[config.mk]
export PLATFORM = sky130hd
export DESIGN_NAME = delimited_field_splitter
export DESIGN_NICKNAME = d
export VERILOG_FILES = /design/src/design/dfs_pkg.sv /design/src/design/dfs_cfg.sv /design/src/design/dfs_front.sv /design/src/design/dfs_fifo.sv /design/src/design/dfs_back.sv /design/src/design/delimited_field_splitter.sv
export SDC_FILE = /design/constraint.sdc
export NUM_CORES = 1
export LEC_CHECK = 0
export BUFFER_PORTS_ARGS = -buffer_cell sky130_fd_sc_hd__buf_4
export CAP_MARGIN = 30
export CORE_MARGIN = 2
export CORE_UTILIZATION = 50
export CTS_BUF_LIST = sky130_fd_sc_hd__clkbuf_8 sky130_fd_sc_hd__clkbuf_16
export DETAILED_ROUTE_END_ITERATION = 10
export GPL_ROUTABILITY_DRIVEN = 0
export PLACE_DENSITY = 0.68
export SLEW_MARGIN = 10
export SYNTH_ARGS = -nofsm -noshare
export SYNTH_HDL_FRONTEND = slang
export SYNTH_SLANG_ARGS = --single-unit
[constraint.sdc]
create_clock -name clk -period 8.18 [get_ports clk]
set_input_delay 0.818 -clock clk [delete_from_list [all_inputs] [get_ports clk]]
set_output_delay 0.818 -clock clk [all_outputs]
set_load 0.1 [all_outputs]
[src/design/dfs_pkg.sv]
package dfs_pkg;

    localparam int MAX_SEPARATORS = 8;
    localparam int FIFO_DEPTH     = 4;
    localparam int MAX_RESULTS    = 3;

    localparam logic [7:0] SEP_DEFAULT = 8'h2C;

    localparam logic [2:0] REG_SEP_CHARS   = 3'd0;
    localparam logic [2:0] REG_SEP_COUNT   = 3'd1;
    localparam logic [2:0] REG_ESC_CHARS   = 3'd2;
    localparam logic [2:0] REG_ESC_COUNT   = 3'd3;
    localparam logic [2:0] REG_DROP_EMPTY  = 3'd4;
    localparam logic [2:0] REG_KEEP_QUOTES = 3'd5;

    typedef struct packed {
        logic [63:0] sep_chars;
        logic [3:0]  sep_count;
        logic [15:0] esc_chars;
        logic [1:0]  esc_count;
        logic        drop_empty;
        logic        keep_quotes;
    } cfg_t;

    // Results caused by one input item, entry 0 goes out first
    typedef struct packed {
        logic [MAX_RESULTS-1:0][7:0] res_byte;
        logic [MAX_RESULTS-1:0]      res_end;
        logic [1:0]                  res_num;
    } res_t;

endpackage

[src/design/dfs_cfg.sv]
module dfs_cfg (
    input  logic               clk,
    input  logic               rst_n,
    input  logic               cfg_valid,
    output logic               cfg_ready,
    input  logic [2:0]         cfg_index,
    input  logic [63:0]        cfg_data,
    output dfs_pkg::cfg_t      cfg
);

    dfs_pkg::cfg_t cfg_reg;
    dfs_pkg::cfg_t cfg_next;

    assign cfg_ready = 1'b1;
    assign cfg       = cfg_reg;

    always_comb
    begin
        cfg_next = cfg_reg;
        if (cfg_valid)
        begin
            case (cfg_index)
                dfs_pkg::REG_SEP_CHARS:   cfg_next.sep_chars   = cfg_data;
                dfs_pkg::REG_SEP_COUNT:   cfg_next.sep_count   = cfg_data[3:0];
                dfs_pkg::REG_ESC_CHARS:   cfg_next.esc_chars   = cfg_data[15:0];
                dfs_pkg::REG_ESC_COUNT:   cfg_next.esc_count   = cfg_data[1:0];
                dfs_pkg::REG_DROP_EMPTY:  cfg_next.drop_empty  = cfg_data[0];
                dfs_pkg::REG_KEEP_QUOTES: cfg_next.keep_quotes = cfg_data[0];
                default:                  cfg_next = cfg_reg;
            endcase
        end
    end

    always_ff @(posedge clk or negedge rst_n)
    begin
        if (!rst_n)
        begin
            cfg_reg.sep_chars   <= 64'({dfs_pkg::SEP_DEFAULT});
            cfg_reg.sep_count   <= 4'd1;
            cfg_reg.esc_chars   <= 16'd0;
            cfg_reg.esc_count   <= 2'd0;
            cfg_reg.drop_empty  <= 1'b0;
            cfg_reg.keep_quotes <= 1'b0;
        end
        else
        begin
            cfg_reg <= cfg_next;
        end
    end

endmodule

[src/design/dfs_front.sv]
module dfs_front (
    input  logic               clk,
    input  logic               rst_n,
    input  dfs_pkg::cfg_t      cfg,
    input  logic               s_tvalid,
    output logic               s_tready,
    input  logic [7:0]         s_tdata,
    input  logic               s_tuser,
    input  logic               s_tlast,
    input  logic               fifo_full,
    output logic               push,
    output dfs_pkg::res_t      push_data
);

    localparam logic [1:0] MODE_PLAIN   = 2'd0;
    localparam logic [1:0] MODE_LITERAL = 2'd1;
    localparam logic [1:0] MODE_QUOTE   = 2'd2;

    logic in_quote_reg, close_pending_reg, literal_next_reg, field_has_chars_reg;
    logic string_started_reg;
    logic in_quote_next, close_pending_next, literal_next_next, field_has_chars_next;
    logic string_started_next;

    logic [7:0]    escl, escr, sep0, c;
    logic [3:0]    sep_used;
    logic [1:0]    mode;
    logic          sep_hit, done;
    logic          in_fire;
    dfs_pkg::res_t res;

    function automatic dfs_pkg::res_t add_res(input dfs_pkg::res_t r,
                                              input logic [7:0] b,
                                              input logic e);
        dfs_pkg::res_t v;
        v = r;
        if (v.res_num != 2'd3)
        begin
            v.res_byte[v.res_num] = b;
            v.res_end[v.res_num]  = e;
            v.res_num             = v.res_num + 2'd1;
        end
        return v;
    endfunction

    assign s_tready = !fifo_full;
    assign in_fire  = s_tvalid && s_tready;
    assign c        = s_tdata;

    always_comb
    begin
        escl = cfg.esc_chars[7:0];
        escr = (cfg.esc_count >= 2'd2) ? cfg.esc_chars[15:8] : escl;
        sep0 = (cfg.sep_count == 4'd0) ? dfs_pkg::SEP_DEFAULT : cfg.sep_chars[7:0];
        if (cfg.sep_count == 4'd0)
            sep_used = 4'd1;
        else if (cfg.sep_count > 4'(dfs_pkg::MAX_SEPARATORS))
            sep_used = 4'(dfs_pkg::MAX_SEPARATORS);
        else
            sep_used = cfg.sep_count;

        if (cfg.esc_count == 2'd0)
            mode = MODE_PLAIN;
        else if (escr == sep0)
            mode = MODE_LITERAL;
        else
            mode = MODE_QUOTE;

        sep_hit = 1'b0;
        for (int i = 0; i < 8; i++)
        begin
            if (4'(i) < sep_used)
            begin
                if (cfg.sep_count == 4'd0)
                begin
                    if (c == dfs_pkg::SEP_DEFAULT)
                        sep_hit = 1'b1;
                end
                else if (cfg.sep_chars[8*i +: 8] == c)
                begin
                    sep_hit = 1'b1;
                end
            end
        end
    end

    always_comb
    begin
        res                  = '0;
        done                 = 1'b0;
        in_quote_next        = in_quote_reg;
        close_pending_next   = close_pending_reg;
        literal_next_next    = literal_next_reg;
        field_has_chars_next = field_has_chars_reg;
        string_started_next  = string_started_reg;

        if (s_tuser)
        begin
            string_started_next = 1'b1;
            case (mode)
                MODE_PLAIN:
                begin
                    if (sep_hit)
                    begin
                        if (field_has_chars_next || !cfg.drop_empty)
                            res = add_res(res, 8'd0, 1'b1);
                        field_has_chars_next = 1'b0;
                    end
                    else
                    begin
                        res = add_res(res, c, 1'b0);
                        field_has_chars_next = 1'b1;
                    end
                end
                MODE_LITERAL:
                begin
                    if (literal_next_next)
                    begin
                        res = add_res(res, c, 1'b0);
                        field_has_chars_next = 1'b1;
                        literal_next_next    = 1'b0;
                    end
                    else if (c == escl)
                    begin
                        literal_next_next = 1'b1;
                    end
                    else if (sep_hit)
                    begin
                        if (field_has_chars_next || !cfg.drop_empty)
                            res = add_res(res, 8'd0, 1'b1);
                        field_has_chars_next = 1'b0;
                    end
                    else
                    begin
                        res = add_res(res, c, 1'b0);
                        field_has_chars_next = 1'b1;
                    end
                end
                default:
                begin
                    // resolve a right quote held from the previous byte
                    if (close_pending_next)
                    begin
                        close_pending_next = 1'b0;
                        if (c == escr)
                        begin
                            res = add_res(res, escr, 1'b0);
                            field_has_chars_next = 1'b1;
                            done = 1'b1;
                        end
                        else
                        begin
                            in_quote_next = 1'b0;
                            if (cfg.keep_quotes)
                            begin
                                res = add_res(res, escr, 1'b0);
                                field_has_chars_next = 1'b1;
                            end
                        end
                    end
                    if (!done)
                    begin
                        if (in_quote_next)
                        begin
                            if (c == escr)
                            begin
                                close_pending_next = 1'b1;
                            end
                            else
                            begin
                                res = add_res(res, c, 1'b0);
                                field_has_chars_next = 1'b1;
                            end
                        end
                        else if (c == escl)
                        begin
                            in_quote_next = 1'b1;
                            if (cfg.keep_quotes)
                            begin
                                res = add_res(res, c, 1'b0);
                                field_has_chars_next = 1'b1;
                            end
                        end
                        else if (sep_hit)
                        begin
                            if (field_has_chars_next || !cfg.drop_empty)
                                res = add_res(res, 8'd0, 1'b1);
                            field_has_chars_next = 1'b0;
                        end
                        else
                        begin
                            res = add_res(res, c, 1'b0);
                            field_has_chars_next = 1'b1;
                        end
                    end
                end
            endcase
        end

        if (s_tlast)
        begin
            if (mode == MODE_QUOTE && close_pending_next && cfg.keep_quotes)
            begin
                res = add_res(res, escr, 1'b0);
                field_has_chars_next = 1'b1;
            end
            if (string_started_next)
            begin
                if (field_has_chars_next || !cfg.drop_empty)
                    res = add_res(res, 8'd0, 1'b1);
            end
            in_quote_next        = 1'b0;
            close_pending_next   = 1'b0;
            literal_next_next    = 1'b0;
            field_has_chars_next = 1'b0;
            string_started_next  = 1'b0;
        end
    end

    // items that produce nothing are consumed without a queue entry
    assign push      = in_fire && (res.res_num != 2'd0);
    assign push_data = res;

    always_ff @(posedge clk or negedge rst_n)
    begin
        if (!rst_n)
        begin
            in_quote_reg        <= 1'b0;
            close_pending_reg   <= 1'b0;
            literal_next_reg    <= 1'b0;
            field_has_chars_reg <= 1'b0;
            string_started_reg  <= 1'b0;
        end
        else if (in_fire)
        begin
            in_quote_reg        <= in_quote_next;
            close_pending_reg   <= close_pending_next;
            literal_next_reg    <= literal_next_next;
            field_has_chars_reg <= field_has_chars_next;
            string_started_reg  <= string_started_next;
        end
    end

endmodule

[src/design/dfs_fifo.sv]
module dfs_fifo #(
    parameter int DEPTH = dfs_pkg::FIFO_DEPTH
) (
    input  logic               clk,
    input  logic               rst_n,
    input  logic               push,
    input  dfs_pkg::res_t      push_data,
    input  logic               pop,
    output dfs_pkg::res_t      pop_data,
    output logic               empty,
    output logic               full
);

    localparam int PTR_W = (DEPTH > 1) ? $clog2(DEPTH) : 1;
    localparam int CNT_W = $clog2(DEPTH + 1);
    localparam logic [PTR_W-1:0] PTR_LAST = PTR_W'(DEPTH - 1);

    dfs_pkg::res_t    mem_reg [DEPTH];
    logic [PTR_W-1:0] wr_ptr_reg, wr_ptr_next;
    logic [PTR_W-1:0] rd_ptr_reg, rd_ptr_next;
    logic [CNT_W-1:0] count_reg, count_next;

    assign empty    = (count_reg == '0);
    assign full     = (count_reg == CNT_W'(DEPTH));
    assign pop_data = mem_reg[rd_ptr_reg];

    always_comb
    begin
        wr_ptr_next = wr_ptr_reg;
        rd_ptr_next = rd_ptr_reg;
        count_next  = count_reg;
        if (push)
            wr_ptr_next = (wr_ptr_reg == PTR_LAST) ? '0 : wr_ptr_reg + 1'b1;
        if (pop)
            rd_ptr_next = (rd_ptr_reg == PTR_LAST) ? '0 : rd_ptr_reg + 1'b1;
        if (push && !pop)
            count_next = count_reg + 1'b1;
        else if (pop && !push)
            count_next = count_reg - 1'b1;
    end

    always_ff @(posedge clk)
    begin
        if (push)
            mem_reg[wr_ptr_reg] <= push_data;
    end

    always_ff @(posedge clk or negedge rst_n)
    begin
        if (!rst_n)
        begin
            wr_ptr_reg <= '0;
            rd_ptr_reg <= '0;
            count_reg  <= '0;
        end
        else
        begin
            wr_ptr_reg <= wr_ptr_next;
            rd_ptr_reg <= rd_ptr_next;
            count_reg  <= count_next;
        end
    end

`ifndef SYNTH
    a_no_overflow: assert property (@(posedge clk) disable iff (!rst_n)
        !(push && full))
        else $error("queue written while full");

    a_no_underflow: assert property (@(posedge clk) disable iff (!rst_n)
        !(pop && empty))
        else $error("queue read while empty");

    a_count_up: assert property (@(posedge clk) disable iff (!rst_n)
        (push && !pop) |=> (count_reg == $past(count_reg) + 1'b1))
        else $error("queue count did not advance on write");
`endif

endmodule

[src/design/dfs_back.sv]
module dfs_back (
    input  logic               clk,
    input  logic               rst_n,
    input  logic               fifo_empty,
    input  dfs_pkg::res_t      fifo_data,
    output logic               pop,
    output logic               m_tvalid,
    input  logic               m_tready,
    output logic [7:0]         m_tdata,
    output logic               m_tuser,
    output logic               m_tlast
);

    logic          hold_valid_reg, hold_valid_next;
    dfs_pkg::res_t hold_reg, hold_next;
    logic [1:0]    idx_reg, idx_next;
    logic          last, xfer, load;

    assign last = (idx_reg == hold_reg.res_num - 2'd1);
    assign xfer = hold_valid_reg && m_tready;
    assign load = !hold_valid_reg || (xfer && last);
    assign pop  = load && !fifo_empty;

    assign m_tvalid = hold_valid_reg;
    assign m_tdata  = hold_reg.res_byte[idx_reg];
    assign m_tuser  = hold_reg.res_end[idx_reg];
    assign m_tlast  = last;

    always_comb
    begin
        hold_valid_next = hold_valid_reg;
        hold_next       = hold_reg;
        idx_next        = idx_reg;
        if (load)
        begin
            hold_valid_next = !fifo_empty;
            hold_next       = fifo_data;
            idx_next        = 2'd0;
        end
        else if (xfer)
        begin
            idx_next = idx_reg + 2'd1;
        end
    end

    always_ff @(posedge clk)
    begin
        hold_reg <= hold_next;
    end

    always_ff @(posedge clk or negedge rst_n)
    begin
        if (!rst_n)
        begin
            hold_valid_reg <= 1'b0;
            idx_reg        <= 2'd0;
        end
        else
        begin
            hold_valid_reg <= hold_valid_next;
            idx_reg        <= idx_next;
        end
    end

`ifndef SYNTH
    a_bundle_nonempty: assert property (@(posedge clk) disable iff (!rst_n)
        hold_valid_reg |-> (hold_reg.res_num != 2'd0))
        else $error("held bundle has no results");

    a_idx_in_range: assert property (@(posedge clk) disable iff (!rst_n)
        hold_valid_reg |-> (idx_reg < hold_reg.res_num))
        else $error("result index past bundle size");

    a_idx_step: assert property (@(posedge clk) disable iff (!rst_n)
        (xfer && !last) |=> (hold_valid_reg && idx_reg == $past(idx_reg) + 2'd1))
        else $error("result index did not step after transfer");
`endif

endmodule

[src/design/delimited_field_splitter.sv]
// An item's results are queued, then loaded into the hold register driving m_tdata. One
// item per cycle while the queue has room and items give at most one result each; an item
// with several results holds the output until all are sent; the queue absorbs those bursts.
// Items that give no result are taken every cycle while the queue has room, never queued.
// Reset (rst_n low, asynchronous): parse state cleared, queue and output emptied,
// registers back to separator ',', one separator, no escaping, keep empties, drop quotes.
module delimited_field_splitter #(
    parameter int FIFO_DEPTH = dfs_pkg::FIFO_DEPTH
) (
    input  logic        clk,
    input  logic        rst_n,
    input  logic        s_tvalid,
    output logic        s_tready,
    input  logic [7:0]  s_tdata,   // [7:0] data_byte
    input  logic        s_tuser,   // [0] byte_valid
    input  logic        s_tlast,
    output logic        m_tvalid,
    input  logic        m_tready,
    output logic [7:0]  m_tdata,   // [7:0] out_byte
    output logic        m_tuser,   // [0] field_end
    output logic        m_tlast,
    input  logic        cfg_valid,
    output logic        cfg_ready,
    input  logic [2:0]  cfg_index,
    input  logic [63:0] cfg_data
);

    dfs_pkg::cfg_t cfg;
    dfs_pkg::res_t push_data, pop_data;
    logic          push, pop, fifo_empty, fifo_full;

    dfs_cfg u_cfg (
        .clk       (clk),
        .rst_n     (rst_n),
        .cfg_valid (cfg_valid),
        .cfg_ready (cfg_ready),
        .cfg_index (cfg_index),
        .cfg_data  (cfg_data),
        .cfg       (cfg)
    );

    dfs_front u_front (
        .clk       (clk),
        .rst_n     (rst_n),
        .cfg       (cfg),
        .s_tvalid  (s_tvalid),
        .s_tready  (s_tready),
        .s_tdata   (s_tdata),
        .s_tuser   (s_tuser),
        .s_tlast   (s_tlast),
        .fifo_full (fifo_full),
        .push      (push),
        .push_data (push_data)
    );

    dfs_fifo #(
        .DEPTH (FIFO_DEPTH)
    ) u_fifo (
        .clk       (clk),
        .rst_n     (rst_n),
        .push      (push),
        .push_data (push_data),
        .pop       (pop),
        .pop_data  (pop_data),
        .empty     (fifo_empty),
        .full      (fifo_full)
    );

    dfs_back u_back (
        .clk        (clk),
        .rst_n      (rst_n),
        .fifo_empty (fifo_empty),
        .fifo_data  (pop_data),
        .pop        (pop),
        .m_tvalid   (m_tvalid),
        .m_tready   (m_tready),
        .m_tdata    (m_tdata),
        .m_tuser    (m_tuser),
        .m_tlast    (m_tlast)
    );

endmodule

; ---- Word-level counts from Yosys, hierarchy flattened
; Memories as Yosys holds them, arrays and structs flattened. A register that Yosys moved wholly into a read port is not among the register bits.
; Cells that the tools add are included.
[totals]
ff_bits = 103
mem_bits_rw = 116
inputBits = 82
out_inout_bits = 13
elab_cells = 255
memories = 1
[memory_table]
columns = memory, words, word_bits, read_ports, rd_ports_with_merged_regs, write_ports, line
row1 = u_fifo.mem_reg, 4, 29, 1, 1, 1, dfs_fifo.sv:18  ; dfs_pkg::res_t mem_reg [DEPTH];
[op_classes]
addsub = 9
n_lt_le_gt_ge = 17
eq_ne = 27
mux = 134
n_bitwise = 10
n_reduce_logical = 41
[ops]
columns = cell, n
row1 = two-way mux 29 bit, 23
row2 = == test 8 bit, 11
row3 = two-way mux 1 bit, 80
row4 = case mux 29 bit (2 select lines), 1
row5 = AND 24 bit, 2
row6 = bitwise mux 24 bit, 2
row7 = demux 8 bit (select 2 bit), 3
row8 = two-way mux 8 bit, 6
row9 = NOT 24 bit, 2
row10 = two-way mux 13 bit, 2
row11 = binary-select mux 8 bit (select 2 bit), 1
row12 = < comparator 3 x 4 -> 1 bit (first input constant), 4
row13 = adder 2 x 1 -> 2 bit (second input constant), 6
row14 = logical AND 1 bit, 12
row15 = < comparator 2 x 3 -> 1 bit (second input constant), 4
row16 = two-way mux 2 bit, 6
row17 = AND reduction 2 bit, 6
row18 = nonzero test 2 bit, 5
row19 = == test 3 bit (second input constant), 3
row20 = two-way mux 3 bit, 3
row21 = == test 8 x 6 -> 1 bit (second input constant), 1
row22 = < comparator 1 x 4 -> 1 bit (first input constant), 2
row23 = < comparator 2 x 4 -> 1 bit (first input constant), 2
row24 = two-way mux 4 bit, 2
row25 = 26 further kinds, 49

; ---- Logic depth before layout (Yosys ltp)
[depth]
ltp_word = 57
depth_mapped = 23
ltp_nobuf = 20

; ---- Modules after synthesis
; Synthesis repeated with hierarchy kept, for this count alone.
[hier_totals]
cells_unflattened = 841
hier_area_um2 = 12329.3
[by_module_without_submodules]
columns = module, instances, cells_per_inst, area_per_inst_um2, seq_area_each_um2
row1 = dfs_fifo, 1, 188, 4599.4, 3658.5
row2 = dfs_cfg, 1, 193, 3662.3, 2207.1
row3 = dfs_front, 1, 375, 2787.7, 125.1
row4 = dfs_back, 1, 85, 1280.0, 945.9

; ---- Least setup slack after synthesis
; Ideal clock, no wire load.
[synth_path]
kind = register to register
start = register u_back.idx_reg[1]
end = register u_fifo.count_reg[1]
setup_ps = 125
t_arrival_ps = 4961
required_ps = 8055
setup_slack_ps = 3094
path_stages_with_launch = 11
path_buffers = 0
period_less_slack_ps = 5086
cell_sequence = dfrtp_1 > xor2_1 > o21ai_0 > nand2_1 > nand2_1 > o31a_1 > inv_1 > ha_1 > inv_1 > fa_1 > mux2_2
[synth_via]
elab_chain_cells = 7
word_cells_on_any_way = 9
cone_classes = eq/ne (1) / mux (1) / reduce/logical (7)
[synth_lines]
columns = element, line
row1 = from (decl), dfs_back.sv:16  ; logic [1:0] idx_reg, idx_next;
row2 = from (signal assigned), dfs_back.sv:61  ; idx_reg <= idx_next;
row3 = == test 2 bit, dfs_back.sv:19  ; assign last = (idx_reg == hold_reg.res_num - 2'd1);
row4 = net m_tlast, delimited_field_splitter.sv:21  ; output logic m_tlast,
row5 = logical AND 1 bit, dfs_back.sv:21  ; assign load = !hold_valid_reg || (xfer && last);
row6 = logical OR 1 bit, dfs_back.sv:21
row7 = net u_back.load, dfs_back.sv:17  ; logic last, xfer, load;
row8 = logical AND 1 bit, dfs_back.sv:22  ; assign pop = load && !fifo_empty;
row9 = logical NOT 1 bit, dfs_fifo.sv:36  ; if (push && !pop)
row10 = logical AND 1 bit, dfs_fifo.sv:36
row11 = two-way mux 3 bit, dfs_fifo.sv:36
row12 = net u_fifo.count_next[1], dfs_fifo.sv:21  ; logic [CNT_W-1:0] count_reg, count_next;
row13 = to (signal assigned), dfs_fifo.sv:60  ; count_reg <= count_next;
row14 = to (decl), dfs_fifo.sv:21
; The timed path passes the listed nets, and every way through them passes these cells.
; A chain may end at the register's enable or synchronous reset.

; ---- Worst setup path after layout
[layout_path]
start = register u_cfg.cfg_reg, in the netlist u_cfg.cfg[3]
end = register u_fifo.count_reg[1]
[layout_via]
word_cells_on_any_way = 75
cone_classes = add/sub (3) / order compare (1) / eq/ne (7) / mux (51) / reduce/logical (13)
[layout_lines]
columns = element, line
row1 = from (decl), dfs_cfg.sv:11  ; dfs_pkg::cfg_t cfg_reg;
row2 = from (signal assigned), dfs_cfg.sv:47  ; cfg_reg <= cfg_next;
row3 = >= comparator 2 bit, dfs_front.sv:52  ; escr = (cfg.esc_count >= 2'd2) ? cfg.esc_chars[15:8] : escl;
row4 = two-way mux 8 bit, dfs_front.sv:52
row5 = == test 8 bit, "dfs_front.sv:144, dfs_front.sv:164"
row6 = two-way mux 29 bit, dfs_front.sv:144  ; if (c == escr)
row7 = two-way mux 29 bit, dfs_front.sv:141  ; if (close_pending_next)
row8 = two-way mux 29 bit, dfs_front.sv:99  ; case (mode)
row9 = two-way mux 29 bit, dfs_front.sv:96  ; if (s_tuser)
row10 = adder 2 x 1 -> 2 bit or inequality test 2 bit (tied branches), "dfs_front.sv:40, dfs_front.sv:36"
row11 = [15 not listed], -
row12 = two-way mux 29 bit, dfs_front.sv:206  ; if (string_started_next)
row13 = two-way mux 29 bit (*), dfs_front.sv:199  ; if (s_tlast)
row14 = nonzero test 2 bit (*), dfs_front.sv:220  ; assign push = in_fire && (res.res_num != 2'd0);
row15 = logical AND 1 bit (*), dfs_front.sv:220
row16 = net push, delimited_field_splitter.sv:30  ; logic push, pop, fifo_empty, fifo_full;
row17 = logical AND 1 bit (*), dfs_fifo.sv:36
row18 = two-way mux 3 bit (*), dfs_fifo.sv:36
row19 = net u_fifo.count_next[1], dfs_fifo.sv:21
; The timed path passes the listed nets; every way through them passes the cells marked *. The select of a mux whose other input is x is not followed.

==> results.sh <==
export IMPL_worstPathArrival_ns=5.60
export IMPL_synth_compound_area_share_pct=7.00
export IMPL_ant_nets=0
export IMPL_synthArstFlopShare_pct=41.5
export IMPL_synthAdderAreaFrac_pct=1.12
export IMPL_worst_pin_slew_ns=0.938
export IMPL_vias=7129
export IMPL_rows=56
export IMPL_worstSetupStartpointType="flip-flop"
export IMPL_ys_ff_latch=248
export IMPL_fin_crit_sh_pct=63.5
export IMPL_setup_slack_ns=2.99
export IMPL_largest_reg_flops=116
export IMPL_clock_latency_ns=0.53
export IMPL_grt_start_max_net_pins=65
export IMPL_nets=1015
export IMPL_hold_buffers=0
export IMPL_finalHoldViolCount=0
export IMPL_fin_skew_ns=0.00812
export IMPL_grtUsageTotal_pct=20.6
export IMPL_hpwl_mm=16.9
export IMPL_power_density_nw_per_um2=320
export IMPL_core_um2=23400
export IMPL_syn_nets=921
export IMPL_die_area_um2=24900
export IMPL_r2r_end="u_fifo.count_reg[1]$_DFFE_PN0P_"
export IMPL_synth_top_area_share_pct=36.7
export IMPL_synth_top_family_by_area="multiplexers"
export IMPL_clkTransAtPathRegs_ns=0.06
export IMPL_grt_antenna_before_repair=0
export IMPL_synth_mux_area_share_pct=16.7
export IMPL_synthXorXnorAreaFrac_pct=6.50
export IMPL_drtIter0Drc=444
export IMPL_synthMostInstantiatedCell="edfxtp_1"
export IMPL_cp_required_ns=8.59
export IMPL_yosys_area_share_simple_pct=7.61
export IMPL_grt_ovfl_total=0
export IMPL_fp_dieH_um=158
export IMPL_synth_cell_types=82
export IMPL_diodes=0
export IMPL_fin_area_um2=13800
export IMPL_final_core_util_pct=58.8
export IMPL_cts_resized=0
export IMPL_place_area_um2=12900
export IMPL_synth_common_cells="edfxtp_1, dfrtp_1, mux2_2, xnor2_1, nand2_1"
export IMPL_wl_per_cell_um=19.6
export IMPL_syn_cell_area_um2=11900
export IMPL_cts_setup_buffers=0
export IMPL_initial_utilization_pct=50.6
export IMPL_cp_max_fo=18
export IMPL_max_cap_violations=0
export IMPL_yosys_top_cells_area="edfxtp_1, dfrtp_1, mux2_2"
export IMPL_vias_per_cell=5.65
export IMPL_chipWidth_um=158
export IMPL_cts_tree="built"
export IMPL_peakVddDrop_uv=303
export IMPL_hp_class="primary input to async pin"
export IMPL_use_met1_pct=28.1
export IMPL_crit_type="flip-flop to flip-flop"
export IMPL_syn_to_final_growth_pct=16.2
export IMPL_met2_usage_pct=34.9
export IMPL_portBuffers=93
export IMPL_cts_inserted_buffers=26
export IMPL_r2r_start="u_cfg.cfg[3]$_DFFE_PN0P_"
export IMPL_setup_viol_count_final=0
export IMPL_synth_cells=829
export IMPL_maxSlewViolCount=0
export IMPL_max_slew_margin_rel_pct=36.9
export IMPL_yosysWarnings=0
export IMPL_avgSynthCellArea_um2=14.3
export IMPL_wl_mm=24.8
export IMPL_drc=0
export IMPL_grt_util_met3_pct=2.87
export IMPL_end_kind="flip-flop"
export IMPL_period_needed_ns=5.19
export IMPL_placed_cells=1214
export IMPL_synth_edf_count=145
export IMPL_fmax_mhz=193
export IMPL_finalSetupTns_ns=0
export IMPL_dr_pass1_iters=5
export IMPL_p_leak_nw=5.08
export IMPL_clk_path_buf_depth=3
export IMPL_rsz0062_at_grt="no"
export IMPL_top_usage_layer="met2"
export IMPL_status="finished, final reports clean"
export IMPL_post_place_ws_ns=3.02
export IMPL_ios=95
export IMPL_synth_seq_area_share_pct=58.5
export IMPL_stdcell_count=1262
export IMPL_cts_root_buf="clkbuf_16"
export IMPL_grt_pass1_vias=7291
export IMPL_reg2reg_depth=17
export IMPL_clock_sinks=248
export IMPL_yosys_area_top_type="edfxtp_1"
export IMPL_synth_flop_cell="edfxtp_1"
export IMPL_r2r_slack_ns=2.99
export IMPL_grt_first_pass_wirelength_mm=39.6
export IMPL_cts_htree_levels=1
export IMPL_drive_gt1_share_pct=33.2
-- cell families (layout without fill, tap and decap cells) --
kind of cell / count (synthesis) / in the layout
xor+xnor: 88 / 88
simple gates: 163 / 163
compound gates: 114 / 114
other cells: 1 / 1
buf+inv: 57 / 171
flops: 248 / 248
mux: 148 / 148
fa+ha+maj: 10 / 10
-- metal layers --
| metal | up-vias | wire, um |
|---|---|---|
| li1 | 3321 | - |
| met1 | 3582 | 10900 |
| met2 | 192 | 12200 |
| met3 | 34 | 1100 |
| met4 | 0 | 486 |
| met5 | - | 0 |
-- worst max path at each step --
| stage | cells past startpoint | from | end |
|---|---|---|---|
| 2_1_floorplan | 10 | u_back.idx_reg[1]$_DFFE_PN0P_ | u_fifo.count_reg[1]$_DFFE_PN0P_ |
| 3_3_place_gp | 17 | u_cfg.cfg[3]$_DFFE_PN0P_ | u_fifo.count_reg[1]$_DFFE_PN0P_ |
| 3_5_place_dp | 17 | u_cfg.cfg[3]$_DFFE_PN0P_ | u_fifo.count_reg[1]$_DFFE_PN0P_ |
| 4_1_cts | 17 | u_cfg.cfg[3]$_DFFE_PN0P_ | u_fifo.count_reg[1]$_DFFE_PN0P_ |
| 5_1_grt | 17 | u_cfg.cfg[3]$_DFFE_PN0P_ | u_fifo.count_reg[1]$_DFFE_PN0P_ |
| 6_report | 17 | u_cfg.cfg[3]$_DFFE_PN0P_ | u_fifo.count_reg[1]$_DFFE_PN0P_ |
-- layout by cell type, fill, tap and decap left out, types with 5 or more instances in the layout --
cell	instances
mux4_2	29
dfrtp_1	98
nand2_1	39
edfxtp_1	145
a21oi_1	25
nand3_1	13
mux2i_1	18
a31oi_1	5
ha_1	9
xnor2_1	53
nor2b_1	6
clkbuf_16	27
nor2_1	29
inv_1	18
nor2_2	5
a22o_1	10
o21ai_0	28
nor3_1	8
nor4_1	11
a2bb2oi_1	8
nand4_1	17
mux2_2	97
buf_4	102
xor2_1	35
-- worst max-delay path, stage by stage (launching register included) --
cell and delay (ns):
dfrtp_1 0.85, mux2_2 0.47, xor2_1 0.16, nor4_2 0.37
and2_2 0.27, o21ai_1 0.13, inv_2 0.21, ha_1 0.28
o21ai_0 0.25, a211oi_1 0.10, a211oi_2 0.39, o21bai_4 0.21
o21ai_4 0.33, inv_1 0.08, ha_1 0.22, inv_1 0.08
fa_1 0.38, mux2_2 0.26
-- through the flow --
stage / power [mW] / hold slack, ns
detailed placement: 3.23 / 0.517
CTS: 4.46 / 0.200
finish: 4.41 / 0.199
global placement: 3.19 / 0.498
floorplan: 2.89 / 0.475
global route: 4.64 / 0.216
-- area by class of cell --
cell class	count	area [um^2]
repair buffers	105	818
multi-input cells	524	4640
clock buffers	27	676
flip-flops and latches	248	6940
well taps	319	399
fillers	1873	9630
inverters	18	67.6
clock inverters	21	226
-- report_power, final --
part           switching [mW]  total (mW)  internal [mW]
clock network           0.487        1.22          0.731
logic                   0.791        1.35          0.555
registers               0.202        1.85           1.65
total                    1.48        4.41           2.93
Power figures use the tool's default switching activity.
